<file path="config.mk">
export PLATFORM = sky130hd
export DESIGN_NAME = gnss_log_message_filter
export DESIGN_NICKNAME = d
export VERILOG_FILES = /design/src/hdl/glmf_pkg.sv /design/src/hdl/glmf_front.sv /design/src/hdl/glmf_fifo.sv /design/src/hdl/glmf_mod.sv /design/src/hdl/glmf_back.sv /design/src/hdl/gnss_log_message_filter.sv
export SDC_FILE = /design/constraint.sdc
export NUM_CORES = 1
export LEC_CHECK = 0
export BUFFER_PORTS_ARGS = -buffer_cell sky130_fd_sc_hd__buf_4
export CAP_MARGIN = 0
export CORE_MARGIN = 4
export CORE_UTILIZATION = 50
export DETAILED_ROUTE_END_ITERATION = 10
export PLACE_DENSITY = 0.66
export SYNTH_ARGS = -nofsm -noshare
export SYNTH_HDL_FRONTEND = slang
export SYNTH_SLANG_ARGS = --single-unit
</file>
<file path="constraint.sdc">
create_clock -name clk -period 9.39 [get_ports clk]
set_clock_uncertainty 0.05 [all_clocks]
set_input_delay 1.878 -clock clk [delete_from_list [all_inputs] [get_ports clk]]
set_output_delay 1.878 -clock clk [all_outputs]
set_load 0.02 [all_outputs]
</file>
<file path="src/hdl/glmf_pkg.sv">
// Package for the GNSS log message filter.
// Field widths, command, format and register codes, flag bits and shared types.
// No dependencies.
package glmf_pkg;

  localparam int WEEK_W     = 16;
  localparam int MS_W       = 32;
  localparam int TS_W       = 8;
  localparam int ID_W       = 16;
  localparam int FMT_W      = 4;
  localparam int SRC_W      = 2;
  localparam int CMD_W      = 2;
  localparam int FLAGS_W    = 8;
  localparam int CFG_IDX_W  = 3;
  localparam int CFG_DATA_W = 32;

  localparam int STATUS_SLOTS_DEF = 8;
  localparam int ID_SLOTS_DEF     = 16;
  localparam int QUEUE_DEPTH      = 2;

  localparam logic [CMD_W-1:0] CMD_FILTER     = 2'd0;
  localparam logic [CMD_W-1:0] CMD_ADD_STATUS = 2'd1;
  localparam logic [CMD_W-1:0] CMD_ADD_ID     = 2'd2;
  localparam logic [CMD_W-1:0] CMD_CLEAR      = 2'd3;

  localparam logic [FMT_W-1:0] FMT_UNKNOWN = 4'd0;
  localparam logic [FMT_W-1:0] FMT_NMEA    = 4'd1;
  localparam logic [FMT_W-1:0] FMT_ALL     = 4'd2;

  localparam logic [CFG_IDX_W-1:0] REG_LOWER_WEEK = 3'd0;
  localparam logic [CFG_IDX_W-1:0] REG_LOWER_MS   = 3'd1;
  localparam logic [CFG_IDX_W-1:0] REG_UPPER_WEEK = 3'd2;
  localparam logic [CFG_IDX_W-1:0] REG_UPPER_MS   = 3'd3;
  localparam logic [CFG_IDX_W-1:0] REG_DEC_PERIOD = 3'd4;
  localparam logic [CFG_IDX_W-1:0] REG_FLAGS      = 3'd5;

  localparam int F_LOWER_ON   = 0;
  localparam int F_UPPER_ON   = 1;
  localparam int F_INV_TIME   = 2;
  localparam int F_DECIMATE   = 3;
  localparam int F_INV_DEC    = 4;
  localparam int F_INV_STATUS = 5;
  localparam int F_INV_ID     = 6;
  localparam int F_KEEP_NMEA  = 7;

  typedef struct packed {
    logic [WEEK_W-1:0]  lower_week;
    logic [MS_W-1:0]    lower_ms;
    logic [WEEK_W-1:0]  upper_week;
    logic [MS_W-1:0]    upper_ms;
    logic [MS_W-1:0]    dec_period;
    logic [FLAGS_W-1:0] flags;
  } cfg_t;

  typedef struct packed {
    logic [CMD_W-1:0] cmd;
    logic             direct;
    logic             direct_keep;
    logic [MS_W-1:0]  ms;
    logic [TS_W-1:0]  ts;
    logic [ID_W-1:0]  id;
    logic [FMT_W-1:0] fmt;
    logic [SRC_W-1:0] src;
  } q_item_t;

endpackage

</file>
<file path="src/hdl/glmf_front.sv">
// Front end of the log message filter: classifies each input transaction.
// Applies the format rules and the time window, and builds a queue item.
// Depends on glmf_pkg.
module glmf_front (
  input  glmf_pkg::cfg_t                cfg,
  input  logic [glmf_pkg::CMD_W-1:0]    in_command,
  input  logic [glmf_pkg::WEEK_W-1:0]   in_week,
  input  logic [glmf_pkg::MS_W-1:0]     in_milliseconds,
  input  logic [glmf_pkg::TS_W-1:0]     in_time_status,
  input  logic [glmf_pkg::ID_W-1:0]     in_message_id,
  input  logic [glmf_pkg::FMT_W-1:0]    in_format,
  input  logic [glmf_pkg::SRC_W-1:0]    in_source,
  output glmf_pkg::q_item_t             item
);

  logic [glmf_pkg::WEEK_W+glmf_pkg::MS_W-1:0] msg_t, lo_t, hi_t;
  logic lo_on, hi_on, ge_lo, le_hi, time_ok, is_nmea, is_unknown;

  assign msg_t = {in_week, in_milliseconds};
  assign lo_t  = {cfg.lower_week, cfg.lower_ms};
  assign hi_t  = {cfg.upper_week, cfg.upper_ms};
  assign lo_on = cfg.flags[glmf_pkg::F_LOWER_ON];
  assign hi_on = cfg.flags[glmf_pkg::F_UPPER_ON];
  assign ge_lo = (msg_t >= lo_t);
  assign le_hi = (msg_t <= hi_t);

  always_comb begin
    if (cfg.flags[glmf_pkg::F_INV_TIME]) begin
      if (lo_on && hi_on) begin
        time_ok = !(ge_lo && le_hi);
      end else begin
        time_ok = !((ge_lo && lo_on) || (le_hi && hi_on));
      end
    end else begin
      time_ok = !((lo_on && !ge_lo) || (hi_on && !le_hi));
    end
  end

  assign is_nmea    = (in_format == glmf_pkg::FMT_NMEA);
  assign is_unknown = (in_format == glmf_pkg::FMT_UNKNOWN);

  always_comb begin
    item.cmd         = in_command;
    item.direct      = is_unknown || is_nmea || !time_ok;
    item.direct_keep = is_nmea && cfg.flags[glmf_pkg::F_KEEP_NMEA];
    item.ms          = in_milliseconds;
    item.ts          = in_time_status;
    item.id          = in_message_id;
    item.fmt         = in_format;
    item.src         = in_source;
  end

endmodule

</file>
<file path="src/hdl/glmf_fifo.sv">
// Short queue between the front end and the back end of the message filter.
// Holds classified items so each side stalls on its own.
// Depends on glmf_pkg.
module glmf_fifo (
  input  logic               clk,
  input  logic               rst_n,
  input  logic               wr_valid,
  output logic               wr_ready,
  input  glmf_pkg::q_item_t  wr_item,
  output logic               rd_valid,
  input  logic               rd_pop,
  output glmf_pkg::q_item_t  rd_item
);

  localparam int DEPTH = glmf_pkg::QUEUE_DEPTH;
  localparam int PA_W  = (DEPTH > 1) ? $clog2(DEPTH) : 1;
  localparam int CNT_W = $clog2(DEPTH + 1);
  localparam logic [CNT_W-1:0] FULL_CNT = CNT_W'(DEPTH);
  localparam logic [PA_W-1:0]  LAST_PTR = PA_W'(DEPTH - 1);

  glmf_pkg::q_item_t mem_r [DEPTH];
  logic [PA_W-1:0]   wr_ptr_r, rd_ptr_r;
  logic [CNT_W-1:0]  cnt_r;
  logic              push, pop;

  assign wr_ready = (cnt_r != FULL_CNT);
  assign rd_valid = (cnt_r != '0);
  assign rd_item  = mem_r[rd_ptr_r];
  assign push     = wr_valid && wr_ready;
  assign pop      = rd_pop && rd_valid;

  always_ff @(posedge clk) begin
    if (push) begin
      mem_r[wr_ptr_r] <= wr_item;
    end
  end

  always_ff @(posedge clk) begin
    if (!rst_n) begin
      wr_ptr_r <= '0;
      rd_ptr_r <= '0;
      cnt_r    <= '0;
    end else begin
      if (push) begin
        wr_ptr_r <= (wr_ptr_r == LAST_PTR) ? '0 : wr_ptr_r + 1'b1;
      end
      if (pop) begin
        rd_ptr_r <= (rd_ptr_r == LAST_PTR) ? '0 : rd_ptr_r + 1'b1;
      end
      if (push && !pop) begin
        cnt_r <= cnt_r + 1'b1;
      end else if (pop && !push) begin
        cnt_r <= cnt_r - 1'b1;
      end
    end
  end

endmodule

</file>
<file path="src/hdl/glmf_mod.sv">
// Bit-serial remainder unit for the decimation test of the message filter.
// One restoring step per cycle; flags whether the remainder is nonzero.
// Depends on glmf_pkg.
module glmf_mod (
  input  logic                      clk,
  input  logic                      rst_n,
  input  logic                      start,
  input  logic [glmf_pkg::MS_W-1:0] dividend,
  input  logic [glmf_pkg::MS_W-1:0] divisor,
  output logic                      busy,
  output logic                      done,
  output logic                      rem_nz
);

  localparam int W     = glmf_pkg::MS_W;
  localparam int BC_W  = $clog2(W);
  localparam logic [BC_W-1:0] LAST_BIT = BC_W'(W - 1);

  logic            busy_r, done_r;
  logic [BC_W-1:0] bit_r;
  logic [W-1:0]    dvd_r, dsr_r, rem_r;
  logic [W:0]      trial;
  logic [W:0]      diff;

  assign trial  = {rem_r, dvd_r[W-1]};
  assign diff   = trial - {1'b0, dsr_r};
  assign busy   = busy_r;
  assign done   = done_r;
  assign rem_nz = (rem_r != '0);

  always_ff @(posedge clk) begin
    if (start) begin
      dvd_r <= dividend;
      dsr_r <= divisor;
      rem_r <= '0;
    end else if (busy_r) begin
      dvd_r <= {dvd_r[W-2:0], 1'b0};
      rem_r <= diff[W] ? trial[W-1:0] : diff[W-1:0];
    end
  end

  always_ff @(posedge clk) begin
    if (!rst_n) begin
      busy_r <= 1'b0;
      done_r <= 1'b0;
      bit_r  <= '0;
    end else begin
      done_r <= 1'b0;
      if (start) begin
        busy_r <= 1'b1;
        bit_r  <= '0;
      end else if (busy_r) begin
        bit_r <= bit_r + 1'b1;
        if (bit_r == LAST_BIT) begin
          busy_r <= 1'b0;
          done_r <= 1'b1;
        end
      end
    end
  end

endmodule

</file>
<file path="src/hdl/glmf_back.sv">
// Back end of the message filter: table loads and clears, table scans,
// decimation and the result register. Depends on glmf_pkg and glmf_mod.
module glmf_back #(
  parameter int STATUS_SLOTS = glmf_pkg::STATUS_SLOTS_DEF,
  parameter int ID_SLOTS     = glmf_pkg::ID_SLOTS_DEF
) (
  input  logic               clk,
  input  logic               rst_n,
  input  glmf_pkg::cfg_t     cfg,
  input  logic               q_valid,
  input  glmf_pkg::q_item_t  q_item,
  output logic               q_pop,
  output logic               out_valid,
  input  logic               out_ready,
  output logic               out_keep,
  output logic               out_table_full
);

  localparam int SA_W = (STATUS_SLOTS > 1) ? $clog2(STATUS_SLOTS) : 1;
  localparam int SC_W = $clog2(STATUS_SLOTS + 1);
  localparam int IA_W = (ID_SLOTS > 1) ? $clog2(ID_SLOTS) : 1;
  localparam int IC_W = $clog2(ID_SLOTS + 1);
  localparam int ENT_W = glmf_pkg::ID_W + glmf_pkg::FMT_W + glmf_pkg::SRC_W;
  localparam logic [SC_W-1:0] ST_MAX = SC_W'(STATUS_SLOTS);
  localparam logic [IC_W-1:0] ID_MAX = IC_W'(ID_SLOTS);

  localparam logic [1:0] S_IDLE = 2'd0;
  localparam logic [1:0] S_ST   = 2'd1;
  localparam logic [1:0] S_ID   = 2'd2;
  localparam logic [1:0] S_DEC  = 2'd3;

  logic [glmf_pkg::TS_W-1:0] st_mem [STATUS_SLOTS];
  logic [ENT_W-1:0]          id_mem [ID_SLOTS];

  logic [1:0]                state_r, state_nxt;
  glmf_pkg::q_item_t         item_r, item_nxt;
  logic [SC_W-1:0]           st_cnt_r, st_cnt_nxt, st_idx_r, st_idx_nxt;
  logic [IC_W-1:0]           id_cnt_r, id_cnt_nxt, id_idx_r, id_idx_nxt;
  logic                      rv_r, rv_nxt, found_r, found_nxt;
  logic                      out_valid_r, out_valid_nxt;
  logic                      out_keep_r, out_keep_nxt, out_full_r, out_full_nxt;
  logic [glmf_pkg::TS_W-1:0] st_rd_r;
  logic [ENT_W-1:0]          id_rd_r;
  logic                      st_we, id_we, mod_start, mod_busy, mod_done, mod_rem_nz;
  logic [glmf_pkg::ID_W-1:0]  e_id;
  logic [glmf_pkg::FMT_W-1:0] e_fmt;
  logic [glmf_pkg::SRC_W-1:0] e_src;
  logic                       id_hit;

  assign out_valid      = out_valid_r;
  assign out_keep       = out_keep_r;
  assign out_table_full = out_full_r;

  assign {e_id, e_fmt, e_src} = id_rd_r;
  assign id_hit = (e_id == item_r.id) && (e_src == item_r.src) &&
                  ((e_fmt == glmf_pkg::FMT_ALL) || (e_fmt == item_r.fmt));

  glmf_mod u_mod (
    .clk      (clk),
    .rst_n    (rst_n),
    .start    (mod_start),
    .dividend (item_r.ms),
    .divisor  (cfg.dec_period),
    .busy     (mod_busy),
    .done     (mod_done),
    .rem_nz   (mod_rem_nz)
  );

  always_ff @(posedge clk) begin
    if (st_we) begin
      st_mem[st_cnt_r[SA_W-1:0]] <= q_item.ts;
    end
    st_rd_r <= st_mem[st_idx_r[SA_W-1:0]];
  end

  always_ff @(posedge clk) begin
    if (id_we) begin
      id_mem[id_cnt_r[IA_W-1:0]] <= {q_item.id, q_item.fmt, q_item.src};
    end
    id_rd_r <= id_mem[id_idx_r[IA_W-1:0]];
  end

  always_comb begin
    state_nxt     = state_r;
    item_nxt      = item_r;
    st_cnt_nxt    = st_cnt_r;
    id_cnt_nxt    = id_cnt_r;
    st_idx_nxt    = st_idx_r;
    id_idx_nxt    = id_idx_r;
    rv_nxt        = rv_r;
    found_nxt     = found_r;
    out_valid_nxt = out_valid_r;
    out_keep_nxt  = out_keep_r;
    out_full_nxt  = out_full_r;
    q_pop         = 1'b0;
    st_we         = 1'b0;
    id_we         = 1'b0;
    mod_start     = 1'b0;

    if (out_valid_r && out_ready) begin
      out_valid_nxt = 1'b0;
    end

    unique case (state_r)
      S_IDLE: begin
        if (q_valid && !out_valid_r) begin
          q_pop    = 1'b1;
          item_nxt = q_item;
          unique case (q_item.cmd)
            glmf_pkg::CMD_FILTER: begin
              if (q_item.direct) begin
                out_valid_nxt = 1'b1;
                out_keep_nxt  = q_item.direct_keep;
                out_full_nxt  = 1'b0;
              end else begin
                st_idx_nxt = '0;
                rv_nxt     = 1'b0;
                found_nxt  = 1'b0;
                state_nxt  = S_ST;
              end
            end
            glmf_pkg::CMD_ADD_STATUS: begin
              out_valid_nxt = 1'b1;
              out_keep_nxt  = 1'b0;
              out_full_nxt  = (st_cnt_r >= ST_MAX);
              if (st_cnt_r < ST_MAX) begin
                st_we      = 1'b1;
                st_cnt_nxt = st_cnt_r + 1'b1;
              end
            end
            glmf_pkg::CMD_ADD_ID: begin
              out_valid_nxt = 1'b1;
              out_keep_nxt  = 1'b0;
              out_full_nxt  = (id_cnt_r >= ID_MAX);
              if (id_cnt_r < ID_MAX) begin
                id_we      = 1'b1;
                id_cnt_nxt = id_cnt_r + 1'b1;
              end
            end
            glmf_pkg::CMD_CLEAR: begin
              out_valid_nxt = 1'b1;
              out_keep_nxt  = 1'b0;
              out_full_nxt  = 1'b0;
              st_cnt_nxt    = '0;
              id_cnt_nxt    = '0;
            end
            default: ;
          endcase
        end
      end
      S_ST: begin
        if (st_idx_r < st_cnt_r) begin
          st_idx_nxt = st_idx_r + 1'b1;
          rv_nxt     = 1'b1;
        end else begin
          rv_nxt = 1'b0;
        end
        if (rv_r && (st_rd_r == item_r.ts)) begin
          found_nxt = 1'b1;
        end
        if ((st_idx_r == st_cnt_r) && !rv_r) begin
          if ((st_cnt_r != '0) && (cfg.flags[glmf_pkg::F_INV_STATUS] == found_r)) begin
            out_valid_nxt = 1'b1;
            out_keep_nxt  = 1'b0;
            out_full_nxt  = 1'b0;
            state_nxt     = S_IDLE;
          end else begin
            id_idx_nxt = '0;
            found_nxt  = 1'b0;
            state_nxt  = S_ID;
          end
        end
      end
      S_ID: begin
        if (id_idx_r < id_cnt_r) begin
          id_idx_nxt = id_idx_r + 1'b1;
          rv_nxt     = 1'b1;
        end else begin
          rv_nxt = 1'b0;
        end
        if (rv_r && id_hit) begin
          found_nxt = 1'b1;
        end
        if ((id_idx_r == id_cnt_r) && !rv_r) begin
          if ((id_cnt_r != '0) && (cfg.flags[glmf_pkg::F_INV_ID] == found_r)) begin
            out_valid_nxt = 1'b1;
            out_keep_nxt  = 1'b0;
            out_full_nxt  = 1'b0;
            state_nxt     = S_IDLE;
          end else if (!cfg.flags[glmf_pkg::F_DECIMATE]) begin
            out_valid_nxt = 1'b1;
            out_keep_nxt  = 1'b1;
            out_full_nxt  = 1'b0;
            state_nxt     = S_IDLE;
          end else if (cfg.dec_period == '0) begin
            out_valid_nxt = 1'b1;
            out_keep_nxt  = !cfg.flags[glmf_pkg::F_INV_DEC];
            out_full_nxt  = 1'b0;
            state_nxt     = S_IDLE;
          end else begin
            mod_start = 1'b1;
            state_nxt = S_DEC;
          end
        end
      end
      S_DEC: begin
        if (mod_done) begin
          out_valid_nxt = 1'b1;
          out_keep_nxt  = (cfg.flags[glmf_pkg::F_INV_DEC] == mod_rem_nz);
          out_full_nxt  = 1'b0;
          state_nxt     = S_IDLE;
        end
      end
      default: state_nxt = S_IDLE;
    endcase
  end

  always_ff @(posedge clk) begin
    item_r     <= item_nxt;
    st_idx_r   <= st_idx_nxt;
    id_idx_r   <= id_idx_nxt;
    found_r    <= found_nxt;
    out_keep_r <= out_keep_nxt;
    out_full_r <= out_full_nxt;
  end

  always_ff @(posedge clk) begin
    if (!rst_n) begin
      state_r     <= S_IDLE;
      st_cnt_r    <= '0;
      id_cnt_r    <= '0;
      rv_r        <= 1'b0;
      out_valid_r <= 1'b0;
    end else begin
      state_r     <= state_nxt;
      st_cnt_r    <= st_cnt_nxt;
      id_cnt_r    <= id_cnt_nxt;
      rv_r        <= rv_nxt;
      out_valid_r <= out_valid_nxt;
    end
  end

`ifndef SYNTH
  a_pop_out_free: assert property (@(posedge clk) disable iff (!rst_n)
    q_pop |-> (!out_valid_r && (state_r == S_IDLE)))
    else $error("queue popped while result register busy");
  a_st_cnt: assert property (@(posedge clk) disable iff (!rst_n)
    st_cnt_r <= ST_MAX)
    else $error("status count exceeds table size");
  a_id_cnt: assert property (@(posedge clk) disable iff (!rst_n)
    id_cnt_r <= ID_MAX)
    else $error("id count exceeds table size");
  a_cmd_result: assert property (@(posedge clk) disable iff (!rst_n)
    (q_pop && (q_item.cmd != glmf_pkg::CMD_FILTER)) |=> (out_valid_r && !out_keep_r))
    else $error("table command did not give an immediate drop result");
  a_dec_wait: assert property (@(posedge clk) disable iff (!rst_n)
    (state_r == S_DEC) |-> (mod_busy || mod_done))
    else $error("waiting on an idle remainder unit");
`endif

endmodule

</file>
<file path="src/hdl/gnss_log_message_filter.sv">
// GNSS log message filter: one keep/table_full result per input transaction.
// When the format or the time window decides a result, and for loads and
// clears, it is set in the result register as the back end pops the
// transaction from the queue, with no table scan. A message that runs every
// test goes through the status scan, the id scan and the serial remainder for
// decimation; each scan reads one entry per cycle, set by the single read
// port of each table. The back end takes the next queued transaction in the
// cycle after a result is taken. A two-entry queue after the classifier keeps
// accepting transactions, until it is full, while the back end works.
// Depends on glmf_pkg, glmf_front, glmf_fifo and glmf_back.
module gnss_log_message_filter #(
  parameter int STATUS_SLOTS = glmf_pkg::STATUS_SLOTS_DEF,
  parameter int ID_SLOTS     = glmf_pkg::ID_SLOTS_DEF
) (
  input  logic                           clk,
  input  logic                           rst_n,
  input  logic                           cfg_wr_en,
  input  logic [glmf_pkg::CFG_IDX_W-1:0] cfg_index,
  input  logic [glmf_pkg::CFG_DATA_W-1:0] cfg_data,
  input  logic                           in_valid,
  output logic                           in_ready,
  input  logic [glmf_pkg::CMD_W-1:0]     in_command,
  input  logic [glmf_pkg::WEEK_W-1:0]    in_week,
  input  logic [glmf_pkg::MS_W-1:0]      in_milliseconds,
  input  logic [glmf_pkg::TS_W-1:0]      in_time_status,
  input  logic [glmf_pkg::ID_W-1:0]      in_message_id,
  input  logic [glmf_pkg::FMT_W-1:0]     in_format,
  input  logic [glmf_pkg::SRC_W-1:0]     in_source,
  output logic                           out_valid,
  input  logic                           out_ready,
  output logic                           out_keep,
  output logic                           out_table_full
);

  glmf_pkg::cfg_t    cfg_r;
  glmf_pkg::q_item_t front_item, q_item;
  logic              q_valid, q_pop;

  always_ff @(posedge clk) begin
    if (!rst_n) begin
      cfg_r <= '0;
    end else if (cfg_wr_en) begin
      unique case (cfg_index)
        glmf_pkg::REG_LOWER_WEEK: cfg_r.lower_week <= cfg_data[glmf_pkg::WEEK_W-1:0];
        glmf_pkg::REG_LOWER_MS:   cfg_r.lower_ms   <= cfg_data[glmf_pkg::MS_W-1:0];
        glmf_pkg::REG_UPPER_WEEK: cfg_r.upper_week <= cfg_data[glmf_pkg::WEEK_W-1:0];
        glmf_pkg::REG_UPPER_MS:   cfg_r.upper_ms   <= cfg_data[glmf_pkg::MS_W-1:0];
        glmf_pkg::REG_DEC_PERIOD: cfg_r.dec_period <= cfg_data[glmf_pkg::MS_W-1:0];
        glmf_pkg::REG_FLAGS:      cfg_r.flags      <= cfg_data[glmf_pkg::FLAGS_W-1:0];
        default: ;
      endcase
    end
  end

  glmf_front u_front (
    .cfg             (cfg_r),
    .in_command      (in_command),
    .in_week         (in_week),
    .in_milliseconds (in_milliseconds),
    .in_time_status  (in_time_status),
    .in_message_id   (in_message_id),
    .in_format       (in_format),
    .in_source       (in_source),
    .item            (front_item)
  );

  glmf_fifo u_fifo (
    .clk      (clk),
    .rst_n    (rst_n),
    .wr_valid (in_valid),
    .wr_ready (in_ready),
    .wr_item  (front_item),
    .rd_valid (q_valid),
    .rd_pop   (q_pop),
    .rd_item  (q_item)
  );

  glmf_back #(
    .STATUS_SLOTS (STATUS_SLOTS),
    .ID_SLOTS     (ID_SLOTS)
  ) u_back (
    .clk            (clk),
    .rst_n          (rst_n),
    .cfg            (cfg_r),
    .q_valid        (q_valid),
    .q_item         (q_item),
    .q_pop          (q_pop),
    .out_valid      (out_valid),
    .out_ready      (out_ready),
    .out_keep       (out_keep),
    .out_table_full (out_table_full)
  );

endmodule
</file>
==> results.cfg <==
[grt]
grt_pass1_vias = 22900
grt-ovfl-total = 0
grt_antenna_before_repair = 0
gr-usage-all-layers_pct = 21.6
grt_pass1_wl_mm = 135
grt_max_degree = 95

[clock_network]
worstSkewPairLatency_ns = 0.64
post_cts_buffers = 0
cts_resized = 0
h-tree-depth = 3
cts_sinks = 909
ctsHoldBuffers = 0
clock-root-buffer = clkbuf_16
cts_buffer_depth = 3
clkTransAtPathRegs_ns = 0.06
cts_buffers = 92
cts_tree = built

[timing]
setup_tns_ns = 0
setup_violations = 0
fmax_mhz = 230
relSlewSlack_pct = 19.5
fin_crit_sh_pct = 46.3
rsz0062_at_grt = no
slew_violations = 0
worst_slew_pin_slew_ns = 1.21
final_hold_viol_count = 0
min_period_ns = 4.35
whs_ns = 0.405

[synthesis]
synth_area_leaders = edfxtp_1 54%, dfxtp_1 12%, mux4_2 7.4%
yosys.area.top_type = edfxtp_1
synth_area_sq_mm = 0.0384
async_flop_share_pct = 0
ys_seq_area_share_pct = 65.2
yosysUniqueCellTypes = 68
ys_warn_count = 0
synth_ff_type = edfxtp_1
synth.avg_cell_area_sq_um = 14.0
postSynthRegisterBits = 909
syn_inst = 2740
synth_edf_count = 686
synth.top_cell.area_share_pct = 53.6
syn-num-nets = 3019

[floorplanning]
fp.dieH_microns = 285
io_pins = 124
die-area_sq_mm = 0.0814
fp.dieW_microns = 285
core_area_sq_mm = 0.0761
start_util_pct = 50.5
rows = 101

[final_layout]
antenna_cells = 0
num-fill-cells = 6044
areaGrowthSynthToFinish_pct = 13.8
drive_gt1_share_pct = 19.1
multi_input_area_sq_mm = 0.0124
regArea_sq_mm = 0.0251
final_cells = 3988
layout.nets = 3157
fin_area_sq_mm = 0.0437

[power_and_ir_drop]
p_int_mw = 7.89
switching_share_pct = 26.0
seq_power_share_pct = 48.2
power.density_mw_per_mm2 = 244
net-switching-power_mw = 2.78
comb_power_share_pct = 16.2
max-vdd-ir-drop_mv = 0.129
power.leakage_nw = 15.1
p_clk_share_pct = 35.6

[route]
drc_errors = 0
routedWlPerCell_microns = 22.1
dr.pass1.iters = 5
viasPerCell = 5.61
ant_nets = 0
drtIter0Drc = 1707
vias = 22400
routed_wl_mm = 88.2

[status]
status = completed

[place]
dp_hpwl_mm = 56.4
dpl_cell_area_sq_mm = 0.0405
place_congestion = 0.920
portBuffers = 123
dp.cells = 3814

[min_path]
holdPathEnd = cfg_r[101]
min_path_cells = 2
hp-start = cfg_r[101]
hold_path_class = register to register

[setup_path]
critPathCaptureType = register
r2r_setup_slack_ns = 5.04
timing.rr.end = u_back.u_mod.dvd_r[27]
critPathRequiredTime_ns = 9.60
startpoint_type = register
reg2reg_from = u_back.id_idx_r[0]
crit_type = register to register
reg2reg_depth = 7
crit_arrival_ns = 4.56
worstPathMaxFanout = 46

[job]
maxCapViolations = 0
[cell usage in the layout, fill, tap and decap left out, types with 88 or more instances in the layout]
cell type and n:
nor2_1 120, inv_1 159, edfxtp_1 686, nand2_1 348, buf_4 159, mux4_2 126, mux2_2 88, clkbuf_16 94
ha_1 158, dfxtp_1 221, a21oi_1 211
[power groups by stage]
stage / clock (mW) / sequential [mW] / combinational (mW)
final: 3.80 / 5.15 / 1.73
after CTS: 3.88 / 5.16 / 1.75
after global routing: 4.06 / 5.19 / 1.89
after global placement: 0 / 5.22 / 1.70
after detailed placement: 0 / 5.24 / 1.74
after floorplan: 0 / 5.16 / 1.22
[stage by stage]
stage	power [mW]	setup WS [ns]	util [%]
detailed placement	6.98	4.73	53.3
floorplan	6.39	4.12	-
global placement	6.92	4.72	53.3
finish	10.7	5.04	57.5
CTS	10.8	4.88	57.5
global route	11.1	4.57	57.5
[worst max-delay path: stages (launching register included)]
cell	delay (ns)
edfxtp_1	0.32
buf_4	0.70
inv_1	0.11
ha_1	0.32
nand4b_1	0.31
nor2_4	0.84
nor2_1	0.31
inv_1	0.96
[sequential cells by signal, indices dropped and copies added (netlist names), 5 cells and up, named ones only]
name                flops
u_fifo.mem_r          132
u_back.item_r          62
u_back.u_mod.dsr_r     32
u_back.id_idx_r         5
u_back.u_mod.rem_r     32
u_back.u_mod.dvd_r     32
u_back.st_rd_r          8
u_back.id_cnt_r         5
u_back.st_mem          64
u_back.id_rd_r         22
u_back.id_mem         352
cfg_r                 136
u_back.u_mod.bit_r      5
[routing by layer]
| metal | GRT usage, % | up-vias | share of wire, % |
|---|---|---|---|
| li1 | - | 10400 | - |
| met1 | 27.8 | 11200 | 41 |
| met2 | 38.4 | 600 | 52 |
| met3 | 3.17 | 117 | 5.0 |
| met4 | 6.01 | 0 | 2.3 |
| met5 | 0 | - | 0 |
[cell type report]
| type | count | area share, % |
|---|---|---|
| inverters | 161 | 1.39 |
| well taps | 1030 | 2.95 |
| flip-flops and latches | 909 | 57.3 |
| repair buffers | 159 | 2.73 |
| clock inverters | 55 | 1.48 |
| clock buffers | 119 | 5.87 |
| multi-input cells | 1555 | 28.3 |
[Yosys cell counts (5+ instances only)]
cell type / n
a211oi_1: 27
nor3_1: 17
nand2_1: 348
nand3_1: 16
edfxtp_1: 686
inv_1: 159
nand2b_1: 16
buf_1: 14
mux2i_1: 29
and3_1: 9
clkbuf_1: 91
buf_2: 6
ha_1: 158
dfxtp_1: 223
o21ai_1: 18
nand4_1: 36
o31ai_1: 7
nor2_1: 134
a21oi_1: 211
o211ai_1: 9
a21o_1: 60
o21a_1: 9
nor2b_1: 12
and2_1: 13
nor4_1: 21
xnor2_1: 36
mux4_2: 126
xor2_1: 31
o21bai_1: 6
mux2_1: 13
o21ai_0: 35
mux2_2: 88
a311oi_1: 5
a31oi_1: 9
[worst max-delay path by stage]
stage                             from                      to  slack [ns]  cells past startpoint
floorplan                     in_valid      u_fifo.mem_r[0][0]        4.12                      2
global placement    in_milliseconds[0]     u_fifo.mem_r[0][63]        4.72                     13
detailed placement  in_milliseconds[0]     u_fifo.mem_r[1][63]        4.73                     13
CTS                 u_back.id_idx_r[0]  u_back.u_mod.dvd_r[12]        4.88                      7
global route        u_back.id_idx_r[0]  u_back.u_mod.dvd_r[12]        4.57                      7
finish              u_back.id_idx_r[0]  u_back.u_mod.dvd_r[27]        5.04                      7
[logic make-up after synthesis]
kind of cell,share of synthesized area (%)
adders and majority gates,5.20
muxes,11.1
xor gates and xnor gates,1.53
DFF,65.2
AOI/OAI and AO/OA,6.84
buffers and inverters,2.79
and+or+nand+nor,7.32
Note: power is estimated with default switching activity, not from simulation.
